$ cat src/sv/ihs_pkg.sv
// Shared types, constants and decode functions for the image header size sniffer.
package ihs_pkg;

	localparam int unsigned HEADER_BYTES_DEF = 34;
	localparam int unsigned MIN_BYTES_DEF    = 18;

	localparam int unsigned POS_W     = 6;
	localparam int unsigned SCAN_W    = 17;
	localparam int unsigned LEAD_KEEP = 26;

	localparam logic [2:0] FMT_UNKNOWN = 3'd0;
	localparam logic [2:0] FMT_PNG     = 3'd1;
	localparam logic [2:0] FMT_BMP     = 3'd2;
	localparam logic [2:0] FMT_JPEG    = 3'd3;
	localparam logic [2:0] FMT_TGA     = 3'd4;

	localparam logic [7:0] MK_PREFIX   = 8'hFF;
	localparam logic [7:0] MK_SOI      = 8'hD8;
	localparam logic [7:0] MK_TEM      = 8'h01;
	localparam logic [7:0] MK_RST_LO   = 8'hD0;
	localparam logic [7:0] MK_RST_HI   = 8'hD7;
	localparam logic [7:0] MK_SOF_LO   = 8'hC0;
	localparam logic [7:0] MK_SOF_HI   = 8'hCF;
	localparam logic [7:0] MK_DHT      = 8'hC4;
	localparam logic [7:0] MK_JPG      = 8'hC8;
	localparam logic [7:0] MK_DAC      = 8'hCC;

	localparam logic [7:0] BMP_SIG0    = 8'h42;
	localparam logic [7:0] BMP_SIG1    = 8'h4D;
	localparam logic [7:0] TGA_RLE_BIT = 8'h08;
	localparam logic [7:0] TGA_CMP_BIT = 8'h02;
	localparam logic [7:0] TGA_X_BIT   = 8'h10;

	localparam logic [0:7][7:0] PNG_SIG = {8'h89, 8'h50, 8'h4E, 8'h47,
		8'h0D, 8'h0A, 8'h1A, 8'h0A};

	typedef logic [LEAD_KEEP-1:0][7:0] lead_t;

	// Everything the classifier needs once the last byte of a file has arrived.
	typedef struct packed {
		lead_t            lead;
		logic [POS_W-1:0] count;
		logic             sof_found;
		logic [POS_W-1:0] sof_pos;
		logic [3:0][7:0]  sof_bytes;
	} snap_t;

	typedef struct packed {
		logic [2:0]  fmt;
		logic [31:0] height;
		logic [31:0] width;
	} result_t;

	function automatic logic is_sof(input logic [7:0] mk);
		return (mk >= MK_SOF_LO) && (mk <= MK_SOF_HI) && (mk != MK_DHT) &&
			(mk != MK_JPG) && (mk != MK_DAC);
	endfunction

	function automatic logic is_standalone(input logic [7:0] mk);
		return (mk == MK_SOI) || (mk == MK_TEM) || ((mk >= MK_RST_LO) && (mk <= MK_RST_HI));
	endfunction

endpackage

$ cat src/sv/image_header_size_sniffer.sv
// After the last byte, the result passes the snapshot register and then the output register.
// Throughput: one byte per cycle unless stalled; the collector updates its state per transfer.
// A held result stalls input only when the snapshot stage is also full.
// Reset (asynchronous, active low) clears the collector, the snapshot and the output;
// the collector also returns to that state after each file's last byte.
module image_header_size_sniffer import ihs_pkg::*; #(
	parameter int unsigned HEADER_BYTES = HEADER_BYTES_DEF,
	parameter int unsigned MIN_BYTES    = MIN_BYTES_DEF
) (
	input  logic        clk,
	input  logic        arst_n,
	input  logic        s_tvalid,
	output logic        s_tready,
	input  logic [7:0]  s_tdata,   // [7:0] header_byte
	input  logic        s_tlast,   // last_byte
	output logic        m_tvalid,
	input  logic        m_tready,
	output logic [71:0] m_tdata    // [31:0] image_width, [63:32] image_height, [66:64] format_code
);

	snap_t   snap_nxt, snap_s1;
	logic    snap_v_s1;
	result_t res_comb, res_q;
	logic    out_free, accept;

	assign out_free = !m_tvalid || m_tready;
	assign s_tready = !snap_v_s1 || out_free;
	assign accept   = s_tvalid && s_tready;

	ihs_collect #(
		.HEADER_BYTES(HEADER_BYTES)
	) u_collect (
		.clk    (clk),
		.arst_n (arst_n),
		.accept (accept),
		.data   (s_tdata),
		.last   (s_tlast),
		.snap   (snap_nxt)
	);

	ihs_eval #(
		.MIN_BYTES(MIN_BYTES)
	) u_eval (
		.snap (snap_s1),
		.res  (res_comb)
	);

	always_ff @(posedge clk or negedge arst_n) begin
		if (!arst_n) begin
			snap_v_s1 <= 1'b0;
			m_tvalid  <= 1'b0;
		end else begin
			if (accept && s_tlast) begin
				snap_v_s1 <= 1'b1;
			end else if (out_free) begin
				snap_v_s1 <= 1'b0;
			end
			if (out_free) begin
				m_tvalid <= snap_v_s1;
			end
		end
	end

	always_ff @(posedge clk or negedge arst_n) begin
		if (!arst_n) begin
			snap_s1 <= '0;
			res_q   <= '0;
		end else begin
			if (accept && s_tlast) begin
				snap_s1 <= snap_nxt;
			end
			if (out_free && snap_v_s1) begin
				res_q <= res_comb;
			end
		end
	end

	assign m_tdata = {5'b00000, res_q.fmt, res_q.height, res_q.width};

endmodule

$ cat src/sv/ihs_collect.sv
// Byte collector: keeps the leading header bytes and walks the JPEG marker chain.
module ihs_collect import ihs_pkg::*; #(
	parameter int unsigned HEADER_BYTES = HEADER_BYTES_DEF
) (
	input  logic       clk,
	input  logic       arst_n,
	input  logic       accept,
	input  logic [7:0] data,
	input  logic       last,
	output snap_t      snap
);

	localparam logic [2:0] PH_SEEK = 3'd0;
	localparam logic [2:0] PH_MARK = 3'd1;
	localparam logic [2:0] PH_LENH = 3'd2;
	localparam logic [2:0] PH_LENL = 3'd3;
	localparam logic [2:0] PH_DONE = 3'd4;

	localparam logic [POS_W-1:0] HB = POS_W'(HEADER_BYTES);

	logic [POS_W-1:0]  pos_q;
	lead_t             lead_q, lead_nxt;
	logic [SCAN_W-1:0] next_q, next_nxt;
	logic [2:0]        phase_q, phase_nxt;
	logic [POS_W-1:0]  seg_q, seg_nxt;
	logic [7:0]        lenh_q, lenh_nxt;
	logic              found_q, found_nxt;
	logic [POS_W-1:0]  fpos_q, fpos_nxt;
	logic [3:0][7:0]   sofb_q, sofb_nxt;
	logic              in_range;
	logic [POS_W-1:0]  count_nxt;
	logic [POS_W-1:0]  off;

	always_comb begin
		in_range  = pos_q < HB;
		lead_nxt  = lead_q;
		count_nxt = pos_q;
		next_nxt  = next_q;
		phase_nxt = phase_q;
		seg_nxt   = seg_q;
		lenh_nxt  = lenh_q;
		found_nxt = found_q;
		fpos_nxt  = fpos_q;
		sofb_nxt  = sofb_q;
		off       = pos_q - fpos_q;
		if (in_range) begin
			count_nxt = pos_q + POS_W'(1);
			for (int i = 0; i < LEAD_KEEP; i++) begin
				if (pos_q == POS_W'(i)) begin
					lead_nxt[i] = data;
				end
			end
			case (phase_q)
				PH_SEEK: begin
					if (SCAN_W'(pos_q) == next_q) begin
						if (data == MK_PREFIX) begin
							phase_nxt = PH_MARK;
							seg_nxt   = pos_q;
						end else begin
							next_nxt = next_q + SCAN_W'(1);
						end
					end
				end
				PH_MARK: begin
					if (is_sof(data)) begin
						found_nxt = 1'b1;
						fpos_nxt  = seg_q;
						phase_nxt = PH_DONE;
					end else if (is_standalone(data)) begin
						next_nxt  = SCAN_W'(seg_q) + SCAN_W'(2);
						phase_nxt = PH_SEEK;
					end else begin
						phase_nxt = PH_LENH;
					end
				end
				PH_LENH: begin
					lenh_nxt  = data;
					phase_nxt = PH_LENL;
				end
				PH_LENL: begin
					if ({lenh_q, data} < 16'd2) begin
						// A length below two lands on the length bytes again; they hold no
						// marker prefix, so the scan carries on just after them.
						next_nxt = SCAN_W'(seg_q) + SCAN_W'(4);
					end else begin
						// The segment length counts its own two bytes but not the marker.
						next_nxt = SCAN_W'(seg_q) + SCAN_W'(2) + SCAN_W'({lenh_q, data});
					end
					phase_nxt = PH_SEEK;
				end
				PH_DONE: begin
					// Frame header: height at offsets five and six, width at seven and eight.
					for (int j = 0; j < 4; j++) begin
						if (off == POS_W'(j + 5)) begin
							sofb_nxt[j] = data;
						end
					end
				end
				default: begin
					phase_nxt = PH_DONE;
				end
			endcase
		end
	end

	always_comb begin
		snap.lead      = lead_nxt;
		snap.count     = count_nxt;
		snap.sof_found = found_nxt;
		snap.sof_pos   = fpos_nxt;
		snap.sof_bytes = sofb_nxt;
	end

	always_ff @(posedge clk or negedge arst_n) begin
		if (!arst_n) begin
			pos_q   <= '0;
			lead_q  <= '0;
			next_q  <= SCAN_W'(2);
			phase_q <= PH_SEEK;
			seg_q   <= '0;
			lenh_q  <= '0;
			found_q <= 1'b0;
			fpos_q  <= '0;
			sofb_q  <= '0;
		end else if (accept) begin
			if (last) begin
				// The file is complete: start afresh for the next one.
				pos_q   <= '0;
				lead_q  <= '0;
				next_q  <= SCAN_W'(2);
				phase_q <= PH_SEEK;
				seg_q   <= '0;
				lenh_q  <= '0;
				found_q <= 1'b0;
				fpos_q  <= '0;
				sofb_q  <= '0;
			end else begin
				pos_q   <= count_nxt;
				lead_q  <= lead_nxt;
				next_q  <= next_nxt;
				phase_q <= phase_nxt;
				seg_q   <= seg_nxt;
				lenh_q  <= lenh_nxt;
				found_q <= found_nxt;
				fpos_q  <= fpos_nxt;
				sofb_q  <= sofb_nxt;
			end
		end
	end

endmodule

$ cat src/sv/ihs_eval.sv
// Format classifier: turns a captured header snapshot into width, height and format.
module ihs_eval import ihs_pkg::*; #(
	parameter int unsigned MIN_BYTES = MIN_BYTES_DEF
) (
	input  snap_t   snap,
	output result_t res
);

	localparam logic [POS_W-1:0] MINB = POS_W'(MIN_BYTES);

	logic        is_png, is_bmp, is_jpeg, is_tga, sof_ok;
	logic [31:0] bmp_h_raw;
	logic [7:0]  tga_flags;

	always_comb begin
		is_png = 1'b1;
		for (int i = 0; i < 8; i++) begin
			if (snap.lead[i] != PNG_SIG[i]) begin
				is_png = 1'b0;
			end
		end
		is_bmp    = (snap.lead[0] == BMP_SIG0) && (snap.lead[1] == BMP_SIG1);
		is_jpeg   = (snap.lead[0] == MK_PREFIX) && (snap.lead[1] == MK_SOI);
		tga_flags = snap.lead[1];
		is_tga    = ((tga_flags & TGA_RLE_BIT) != 8'h00) && (snap.lead[2] == 8'h00) &&
			(snap.lead[3] == 8'h00) && (snap.lead[4] == 8'h00) && (snap.lead[5] == 8'h00) &&
			((tga_flags & TGA_CMP_BIT) == 8'h00) && ((tga_flags & TGA_X_BIT) == 8'h00);
		// A frame header counts only if its fields lie well inside the kept bytes.
		sof_ok    = snap.sof_found &&
			((7'(snap.sof_pos) + 7'd9) < 7'(snap.count));
		bmp_h_raw = {snap.lead[25], snap.lead[24], snap.lead[23], snap.lead[22]};

		res = '0;
		if (snap.count < MINB) begin
			res = '0;
		end else if (is_png) begin
			res.fmt    = FMT_PNG;
			res.width  = {snap.lead[16], snap.lead[17], snap.lead[18], snap.lead[19]};
			res.height = {snap.lead[20], snap.lead[21], snap.lead[22], snap.lead[23]};
		end else if (is_bmp) begin
			res.fmt    = FMT_BMP;
			res.width  = {snap.lead[21], snap.lead[20], snap.lead[19], snap.lead[18]};
			res.height = bmp_h_raw[31] ? (32'd0 - bmp_h_raw) : bmp_h_raw;
		end else if (is_jpeg) begin
			res.fmt = FMT_JPEG;
			if (sof_ok) begin
				res.height = {16'h0000, snap.sof_bytes[0], snap.sof_bytes[1]};
				res.width  = {16'h0000, snap.sof_bytes[2], snap.sof_bytes[3]};
			end
		end else if (is_tga) begin
			res.fmt    = FMT_TGA;
			res.width  = {16'h0000, snap.lead[13], snap.lead[12]};
			res.height = {16'h0000, snap.lead[15], snap.lead[14]};
		end
	end

endmodule

$ cat config.mk
export PLATFORM = sky130hd
export DESIGN_NAME = image_header_size_sniffer
export DESIGN_NICKNAME = d
export VERILOG_FILES = /design/src/sv/ihs_pkg.sv /design/src/sv/image_header_size_sniffer.sv /design/src/sv/ihs_collect.sv /design/src/sv/ihs_eval.sv
export SDC_FILE = /design/constraint.sdc
export NUM_CORES = 1
export LEC_CHECK = 0
export ABC_AREA = 1
export CAP_MARGIN = 20
export CORE_MARGIN = 4
export CORE_UTILIZATION = 35
export CTS_BUF_LIST = sky130_fd_sc_hd__clkbuf_16
export CTS_CLUSTER_DIAMETER = 80
export CTS_CLUSTER_SIZE = 40
export DETAILED_ROUTE_END_ITERATION = 12
export DONT_BUFFER_PORTS = 1
export GPL_ROUTABILITY_DRIVEN = 0
export PLACE_DENSITY = 0.47
export SYNTH_ARGS = -nofsm -noshare
export SYNTH_HDL_FRONTEND = slang
export SYNTH_SLANG_ARGS = --single-unit
export TNS_END_PERCENT = 30
$ cat constraint.sdc
create_clock -name clk -period 5.6 [get_ports clk]
set_clock_uncertainty 0.05 [all_clocks]
set_input_delay 0.56 -clock clk [delete_from_list [all_inputs] [get_ports clk]]
set_output_delay 0.56 -clock clk [all_outputs]
set_load 0.005 [all_outputs]
Word level (Yosys, flattened, before mapping). Cells that the tools add are included. Widths: inputs -> output; s select.

Word-level logic and storage cells: 268. Register bits after elaboration: 545.

$add $sub $neg: 8. Reductions and logical operators: 42. Equality and inequality tests: 58. Muxes and demuxes: 85. $lt $le $gt $ge: 8.

Operators by type and width (count): $mux 208 (2); $mux 67 (5); $mux 8 (33); $mux 32 (4); $mux 17 (7); $mux 6 (11); $eq 6x5->1 const B (10); $eq 6x4->1 const B (9); $pmux 17 s3 (1); $logic_not 8->1 (6); $mux 48 (1); $eq 6x3->1 const B (7); $eq 8x8->1 const B (4); $ne 8x8->1 const B (4); $sub 1x32->32 const A (1); $ne 8x4->1 const B (3); $ne 8x7->1 const B (3); $add 17x1->17 const B (1); $add 17x16->17 (1); $eq 6x17->1 (1); $logic_and 1x1->1 (17); $eq 8x7->1 const B (2); $ge 8x8->1 const B (2); $le 8x8->1 const B (2); other kinds (32) (64).

Longest topological paths before layout. Gate-level depths: netlist of run 1.

Depth in word-level cells: 12. Mapped depth: 18.

Modules after synthesis. From an unflattened synthesis of run 1, not the netlist that was laid out.

Cell total of the unflattened synthesis: 4539. Area, all modules: 33298.2 sq um.

Modules (own cells, without submodules): ihs_collect (area each 16604.7 sq um, sequential area each 7183.1 sq um, cells each 2332, times used 1); image_header_size_sniffer (area each 13076.3 sq um, sequential area each 8057.7 sq um, cells each 1431, times used 1); ihs_eval (area each 3617.2 sq um, sequential area each 0.0 sq um, cells each 776, times used 1).

Worst setup path before layout of run 1. Ideal clock, no wire load.

Path kind: register -> register. Start: register u_collect.pos_q[0]. End: register u_collect.sofb_q[12] (netlist name). Period minus slack after synthesis: 2413 ps. Required time: 5484 ps. Path buffers: 0. Cell stages (with the launch flop): 12. Arrival: 2297 ps. Slack: 3187 ps. Cells stage by stage: dfrtp_1 > inv_1 > ha_1 > inv_1 > fa_1 > xor2_1 > nand3_1 > nor3_4 > nand2_4 > nand2_2 > nand3_1 > nand2_1.

Longest elaborated chain between the ends: 6. Elaborated cells between the ends (all ways): 7. Classes of those cells: add/sub (1); order compare (1); eq/ne (1); mux (4).

RTL lines: start, declared (line ihs_collect.sv:21) `logic [POS_W-1:0] pos_q;`; start signal, assigned (line ihs_collect.sv:138) `pos_q <= count_nxt;`; $sub 6x6->6 (line ihs_collect.sv:45) `off = pos_q - fpos_q;`; $eq 6x3->1 (line ihs_collect.sv:94) `if (off == POS_W'(j + 5)) begin`; $mux 8 (line ihs_collect.sv:94); $mux 32 (line ihs_collect.sv:53) `case (phase_q)`; $mux 32 * (line ihs_collect.sv:46) `if (in_range) begin`; $mux 32 * (line ihs_collect.sv:126) `if (last) begin`; end signal, assigned (line ihs_collect.sv:146) `sofb_q <= sofb_nxt;`; end, declared (line ihs_collect.sv:29) `logic [3:0][7:0] sofb_q, sofb_nxt;`.

Mark *: on every way between the ends. The rest lies on a longest branch, timed or not. A chain may end at the register's enable or synchronous reset.

Worst setup path after layout of run 1.
Start: register m_tvalid. End: register u_collect.lead_q[109] (netlist name).

Longest elaborated chain between the ends: 4.

RTL lines: start, declared (line image_header_size_sniffer.sv:16) `output logic m_tvalid,`; start signal, assigned (line image_header_size_sniffer.sv:59) `m_tvalid <= snap_v_s1;`; $logic_not 1->1 (line image_header_size_sniffer.sv:26) `assign out_free = !m_tvalid || m_tready;`; $logic_or 1x1->1 (line image_header_size_sniffer.sv:26); $logic_or 1x1->1 (line image_header_size_sniffer.sv:27) `assign s_tready = !snap_v_s1 || out_free;`; named net s_tready (line image_header_size_sniffer.sv:13) `output logic s_tready,`; $logic_and 1x1->1 (line image_header_size_sniffer.sv:28) `assign accept = s_tvalid && s_tready;`; end signal, assigned (line ihs_collect.sv:139) `lead_q <= lead_nxt;`; end, declared (line ihs_collect.sv:22) `lead_t lead_q, lead_nxt;`.

The timed path passes the listed nets, and every way through them passes these cells.

==> flow_metrics.env, run 1 <==
export IMPL_antenna_found_initial=1
export IMPL_path_clk_slew_ns=0.10
export IMPL_ys_flop_type="dfrtp_1"
export IMPL_status="finished, violations left"
export IMPL_tightest_slew_ns=1.11
export IMPL_power_mw=8.75
export IMPL_reg2reg_to="u_collect.lead_q[109]$_DFFE_PN0P_"
export IMPL_clock_latency_ns=0.60
export IMPL_violations="negative hold slack"
export IMPL_cts_htree_levels=2
export IMPL_n_fill_cell=8387
export IMPL_grt_pass1_wl_mm=140
export IMPL_p_leak_nw=14.9
export IMPL_timing_fmax_mhz=287
export IMPL_grtUsageTotal=0.209
export IMPL_dpl_cell_area_mm2=0.0286
export IMPL_rsz0062_at_grt="false"
export IMPL_finalSetupViolations=0
export IMPL_die_area_mm2=0.0843
export IMPL_syn_cell_area_mm2=0.0279
export IMPL_arrival_ns=3.88
export IMPL_dp_cells=4587
export IMPL_die_w_um=290
export IMPL_synth_warning_count=0
export IMPL_fin_crit_ns=3.48
export IMPL_rr_worst_depth=7
export IMPL_drv_cap=0
export IMPL_ir_worst_vdd_v=0.000141
export IMPL_finalWirelength_mm=89.4
export IMPL_critPathRequiredTime_ns=6.00
export IMPL_finalCritPeriodShare=0.622
export IMPL_timing_hold_ws_ns=-0.393
export IMPL_hold_viol=544
export IMPL_crit_fanout=122
export IMPL_grt_ovfl_total=0
export IMPL_cts_path_max_buffers=3
export IMPL_fin_nets=3617
export IMPL_critPathKind="register to register"
export IMPL_port_buffers=0
export IMPL_worst_hold_path_type="input pin to asynchronous set/reset pin"
export IMPL_ioPinCount=87
export IMPL_viasPerCell=5.07
export IMPL_grt_pass1_vias=22500
export IMPL_cts_tree="yes"
export IMPL_reg2reg_slack_ns=2.12
export IMPL_end_kind="register"
export IMPL_vias=23600
export IMPL_cts_buffers=36
export IMPL_yosys_register_bits=545
export IMPL_route_detailed_wl_per_inst_um=19.2
export IMPL_core_area_mm2=0.0790
export IMPL_relSlewSlack=0.262
export IMPL_first_pass_iters=5
export IMPL_tns_ns=0
export IMPL_rows=103
export IMPL_synth_avg_cell_area_um2=7.50
export IMPL_dr_first_iter_drc_count=1719
export IMPL_stdcell_area_mm2=0.0299
export IMPL_slew_viol_final=0
export IMPL_die_h_um=290
export IMPL_drc=0
export IMPL_reg2reg_from="m_tvalid$_DFFE_PN0P_"
export IMPL_initial_core_util=0.353
export IMPL_drive_gt1_frac=0.0447
export IMPL_clkSinkCount=545
export IMPL_final_cells=4654
export IMPL_hpwl_mm=55.5
export IMPL_cellPowerDensity_mw_per_mm2=293
export IMPL_crit_path_start_kind="register"
export IMPL_async_reset_ff_frac=1.00
export IMPL_ant_nets=0
export IMPL_cts_root_buffer="clkbuf_16"
export IMPL_syn_inst=3719
export IMPL_synth_edf_count=0
export IMPL_area_delta_synth_final_pct=7.05
export IMPL_yosysUniqueCellTypes=45
export IMPL_grt_max_degree=546
export IMPL_yosysSeqAreaShare=0.489
==> stage by stage <==
| stage | setup WS [ns] | utilization |
|---|---|---|
| 2_1_floorplan | 3.19 | - |
| 5_1_grt | 1.92 | 0.378 |
| 6_report | 2.12 | 0.378 |
| 3_5_place_dp | 1.96 | 0.362 |
| 3_3_place_gp | 2.01 | 0.362 |
| 4_1_cts | 2.16 | 0.378 |
==> cells in the mapped netlist, types with 5 or more instances <==
| cell | number | area (um^2) |
|---|---|---|
| inv_2 | 8 | 30.0 |
| buf_4 | 9 | 67.6 |
| nand3b_1 | 5 | 37.5 |
| nor3_1 | 22 | 110 |
| a21oi_1 | 21 | 105 |
| buf_2 | 58 | 290 |
| buf_1 | 9 | 33.8 |
| xor2_1 | 10 | 87.6 |
| nand2_2 | 19 | 119 |
| clkinv_1 | 9 | 33.8 |
| o21ai_0 | 460 | 2300 |
| nand3_1 | 363 | 1820 |
| nand4_1 | 30 | 188 |
| ha_1 | 27 | 338 |
| nor2_1 | 122 | 458 |
| o211ai_1 | 6 | 45.0 |
| nor2_2 | 13 | 81.3 |
| dfrtp_1 | 544 | 13600 |
| clkbuf_1 | 132 | 495 |
| nand2_1 | 1297 | 4870 |
| inv_1 | 344 | 1290 |
| o22ai_1 | 139 | 870 |
| o21ai_1 | 26 | 130 |
| xnor2_1 | 7 | 61.3 |
==> routing by layer <==
layer | vias to the layer above | GRT usage | share of wire
li1 | 11800 | - | -
met1 | 11300 | 0.296 | 0.47
met2 | 463 | 0.342 | 0.46
met3 | 88 | 0.0317 | 0.047
met4 | 0 | 0.0428 | 0.019
met5 | - | 0 | 0
==> cells by family (layout without fill, tap and decap cells) <==
logic type | after synthesis | count (layout) | share of synthesized area
flops | 545 | 545 | 0.489
fa+ha+maj | 29 | 29 | 0.0135
buf+inv | 572 | 452 | 0.0816
simple gates | 1897 | 1897 | 0.285
xor+xnor | 17 | 17 | 0.00534
compound gates | 658 | 658 | 0.126
other cells | 1 | 6 | 0.000134
==> placed cells by master, fill, tap and decap left out, types with 4 or more instances in the layout <==
cell	n
clkinv_8	9
o22ai_1	139
nor2_4	5
clkbuf_16	37
o211ai_1	6
nand3b_1	5
buf_4	22
o21ai_0	460
clkinv_1	10
nor3_1	22
ha_1	27
inv_6	6
or2_2	4
o21ai_1	26
xor2_1	10
conb_1	5
nor2_1	118
inv_1	343
nand3_1	363
nor2_2	15
nand2_1	1294
dfrtp_1	544
inv_2	7
xnor2_1	7
nand2_2	21
nor3_4	4
inv_8	4
nand2_4	5
a21oi_1	21
nand4_1	30
==> cell type report <==
type / count / area, um^2 / area share
tap: 1050 / 1310 / 0.0440
antenna: 1 / 2.50 / 0.0000838
timing repair buffer: 25 / 216 / 0.00725
multi-input combinational: 2606 / 12000 / 0.403
clock buffer: 37 / 926 / 0.0310
sequential: 545 / 13600 / 0.457
inverter: 361 / 1370 / 0.0459
clock inverter: 29 / 360 / 0.0121
==> worst max-delay path: stages, from the launching register on <==
cell,delay [ns]
dfrtp_1,0.40
nand3_1,0.53
nand2_4,0.36
nor2_2,0.05
buf_4,0.27
inv_6,0.83
buf_4,0.54
o22ai_1,0.16
==> power by group <==
part | total [mW] | switching (mW) | internal (mW)
combinational | 1.38 | 1.00 | 0.382
sequential | 4.33 | 0.176 | 4.15
clock | 3.04 | 1.68 | 1.36
==> what timing repair did <==
item                      CTS  global route
buffers inserted            0             0
resized for setup           0             0
hold endpoints to repair  544           544
==> how the worst max path moves through the flow <==
stage / slack, ns / start / cells past startpoint / to
2_1_floorplan: 3.19 / u_collect.pos_q[0]$_DFFE_PN0P_ / 11 / u_collect.sofb_q[12]$_DFFE_PN0P_
3_3_place_gp: 2.01 / m_tready / 8 / u_collect.lead_q[51]$_DFFE_PN0P_
3_5_place_dp: 1.96 / m_tready / 8 / u_collect.lead_q[49]$_DFFE_PN0P_
4_1_cts: 2.16 / m_tvalid$_DFFE_PN0P_ / 7 / u_collect.lead_q[109]$_DFFE_PN0P_
5_1_grt: 1.92 / m_tvalid$_DFFE_PN0P_ / 7 / u_collect.lead_q[3]$_DFFE_PN0P_
6_report: 2.12 / m_tvalid$_DFFE_PN0P_ / 7 / u_collect.lead_q[109]$_DFFE_PN0P_
==> state kept, by name (all words and copies together), names as in the netlist, 8 cells and up <==
register          flops
m_tdata              67
snap_s1             221
u_collect.lead_q    176
u_collect.lenh_q      8
u_collect.next_q     17
u_collect.sofb_q     32
(Power assumes the default switching activity.)
==> run 2, diff against run 1 <==
--- a/config.mk
+++ b/config.mk
@@ -5,7 +5,7 @@
 export SDC_FILE = /design/constraint.sdc
 export NUM_CORES = 1
 export LEC_CHECK = 0
-export ABC_AREA = 1
+export ABC_AREA = 0
 export CAP_MARGIN = 20
 export CORE_MARGIN = 4
 export CORE_UTILIZATION = 35
==> constraint.sdc (replaced) <==
create_clock -name clk -period 3.25 [get_ports clk]
set_clock_uncertainty 0.05 [all_clocks]
set_input_delay 0.325 -clock clk [delete_from_list [all_inputs] [get_ports clk]]
set_output_delay 0.325 -clock clk [all_outputs]
set_load 0.005 [all_outputs]
==> run 2 against run 1 <==
Against the previous run:
- the flow still finishes with violations (negative hold slack)
- count of clock-buffer cells in the layout fell by 2
- non-clock buffer count rose by 79
- global-route usage rose by 1.7 points
- largest cell class unchanged
- highest routed layer unchanged
==> flow_metrics.env, run 2 <==
export IMPL_die_w_um=282
export IMPL_synth_warning_count=0
export IMPL_cts_path_max_buffers=3
export IMPL_slowest_delay_ns=0.68
export IMPL_dr_first_iter_drc_count=1875
export IMPL_clkSinkCount=545
export IMPL_cts_root_buffer="clkbuf_16"
export IMPL_critPathRequiredTime_ns=3.72
export IMPL_cpMaxStageDelayCell="or4b_1"
export IMPL_ir_worst_vdd_v=0.000318
export IMPL_n_fill_cell=7557
export IMPL_clock_latency_ns=0.59
export IMPL_yosys_register_bits=545
export IMPL_critPathLaunch="u_collect.pos_q[0]$_DFFE_PN0P_"
export IMPL_setup_ws_ns=0.215
export IMPL_worst_path_most_repeated_cell="inv_1"
export IMPL_viasPerCell=5.61
export IMPL_utilization=0.390
export IMPL_critPathKind="register to register"
export IMPL_rsz0062_at_grt="false"
export IMPL_multiInputGateArea_mm2=0.0117
export IMPL_finalWirelength_mm=90.5
export IMPL_relSlewSlack=0.392
export IMPL_fin_nets=2903
export IMPL_grt_ovfl_total=0
export IMPL_status="finished, violations left"
export IMPL_regMostFlops="snap_s1"
export IMPL_drive_gt1_frac=0.0648
export IMPL_cts_buffers=34
export IMPL_cellPowerDensity_mw_per_mm2=521
export IMPL_grtUsageTotal=0.226
export IMPL_post_cts_buffers=0
export IMPL_ys_flop_type="dfrtp_1"
export IMPL_timing_hold_ws_ns=-0.633
export IMPL_dpl_cell_area_mm2=0.0275
export IMPL_yosysSeqAreaShare=0.520
export IMPL_path_clk_slew_ns=0.10
export IMPL_die_h_um=282
export IMPL_timing_fmax_mhz=330
export IMPL_antenna_found_initial=4
export IMPL_final_common_cell="nand2_1"
export IMPL_syn_inst=2922
export IMPL_port_buffers=0
export IMPL_tightest_slew_ns=0.909
export IMPL_finalSetupViolations=0
export IMPL_yosysUniqueCellTypes=77
export IMPL_arrival_ns=3.50
export IMPL_diodes=0
export IMPL_p_leak_nw=12.3
export IMPL_synth_top_area_frac=0.519
export IMPL_crit_chain="inv_1, ha_1, inv_1, fa_1, nand3_1, and3_1, o2111ai_2, nand4bb_4, or4b_1, o221ai_1"
export IMPL_reg2reg_from="u_collect.pos_q[0]$_DFFE_PN0P_"
export IMPL_cts_htree_levels=2
export IMPL_grt_max_degree=546
export IMPL_cts_tree="yes"
export IMPL_crit_path_start_kind="register"
export IMPL_yosysTopAreaCell="dfrtp_1"
export IMPL_area_delta_synth_final_pct=10.6
export IMPL_layout_common_cells="nand2_1 (653), dfrtp_1 (544), o21ai_0 (411), nor2_1 (186), a21oi_1 (159)"
export IMPL_hold_viol=544
export IMPL_tns_ns=0
export IMPL_route_detailed_wl_per_inst_um=23.5
export IMPL_fin_crit_ns=3.03
export IMPL_ys_top_cells_by_area="dfrtp_1 (52%), nand2_1 (9.4%), o21ai_0 (7.9%)"
export IMPL_slew_viol_final=0
export IMPL_violations="negative hold slack"
export IMPL_vias=21600
export IMPL_synth_edf_count=0
export IMPL_ioPinCount=87
export IMPL_crit_buf_inv=2
export IMPL_async_reset_ff_frac=1.00
export IMPL_synth_avg_cell_area_um2=8.98
export IMPL_grt_pass1_wl_mm=138
export IMPL_end_kind="register"
export IMPL_drc=0
export IMPL_synth_most_common_cell="nand2_1"
export IMPL_largest_reg_flops=221
export IMPL_drv_cap=0
export IMPL_cp_top_family="simple AND/OR/NAND/NOR gates"
export IMPL_dp_slack_ns=0.0669
export IMPL_die_area_mm2=0.0794
export IMPL_syn_cell_area_mm2=0.0262
export IMPL_ant_nets=0
export IMPL_reg2reg_to="u_collect.sofb_q[22]$_DFFE_PN0P_"
export IMPL_stdcell_area_mm2=0.0290
export IMPL_hpwl_mm=56.4
export IMPL_rr_worst_depth=10
export IMPL_worst_hold_path_type="input pin to asynchronous set/reset pin"
export IMPL_cts_hold_repair_buffers=13
export IMPL_initial_core_util=0.353
export IMPL_first_pass_iters=6
export IMPL_crit_fanout=8
export IMPL_grt_pass1_vias=21100
export IMPL_synthTopCellsByCount="nand2_1 (655), dfrtp_1 (544), o21ai_0 (412), nor2_1 (187), clkbuf_1 (179)"
export IMPL_core_area_mm2=0.0744
export IMPL_finalCritPeriodShare=0.934
export IMPL_seq_area_mm2=0.0136
export IMPL_reg2reg_slack_ns=0.22
export IMPL_rows=100
-- run 2: cell type report --
cell class,count,share of cell area
clock inverters,25,0.0115
repair buffers,104,0.0379
flip-flops and latches,545,0.470
well taps,969,0.0418
inverters,36,0.00466
multi-input cells,2140,0.404
clock buffers,35,0.0302
-- run 2: cells by family after synthesis --
family / share of synthesized area
AND/OR/NAND/NOR: 0.176
AO/OA/AOI/OAI: 0.186
flip-flops: 0.520
buffers and inverters: 0.0369
multiplexers: 0.0443
XOR/XNOR: 0.0227
adder cells (fa/ha/maj): 0.0144
other: 0.000143
-- run 2: power breakdown --
part / switching (mW) / total [mW] / leakage, nW / internal [mW]
sequential: 0.524 / 7.88 / 7.33 / 7.35
clock: 2.73 / 5.08 / 0.589 / 2.35
combinational: 1.36 / 2.17 / 4.41 / 0.802
-- run 2: layer usage --
metal / global-route usage / vias up / share of wire
li1: - / 10100 / -
met1: 0.331 / 10800 / 0.47
met2: 0.362 / 595 / 0.46
met3: 0.0276 / 98 / 0.052
met4: 0.0478 / 0 / 0.019
met5: 0 / - / 0
-- run 2: what timing repair did --
item                                    in CTS  in global routing
hold endpoints to repair                   800                545
resized for setup                            0                  5
endpoints found under the setup margin       0                 32
-- run 2: worst max-delay path by stage --
stage,cells after the start,end
detailed placement,11,u_collect.sofb_q[0]$_DFFE_PN0P_
global placement,11,u_collect.sofb_q[0]$_DFFE_PN0P_
floorplan,13,u_collect.sofb_q[0]$_DFFE_PN0P_
finish,10,u_collect.sofb_q[22]$_DFFE_PN0P_
CTS,11,u_collect.sofb_q[0]$_DFFE_PN0P_
global route,10,u_collect.sofb_q[19]$_DFFE_PN0P_
-- run 2: per-stage QoR --
step | std cells | power [mW]
final | 3854 | 15.1
after global routing | 3854 | 15.8
after CTS | 3854 | 15.3
after detailed placement | 3781 | 10.0
after global placement | 3781 | 9.97
after floorplan | 2926 | 9.30
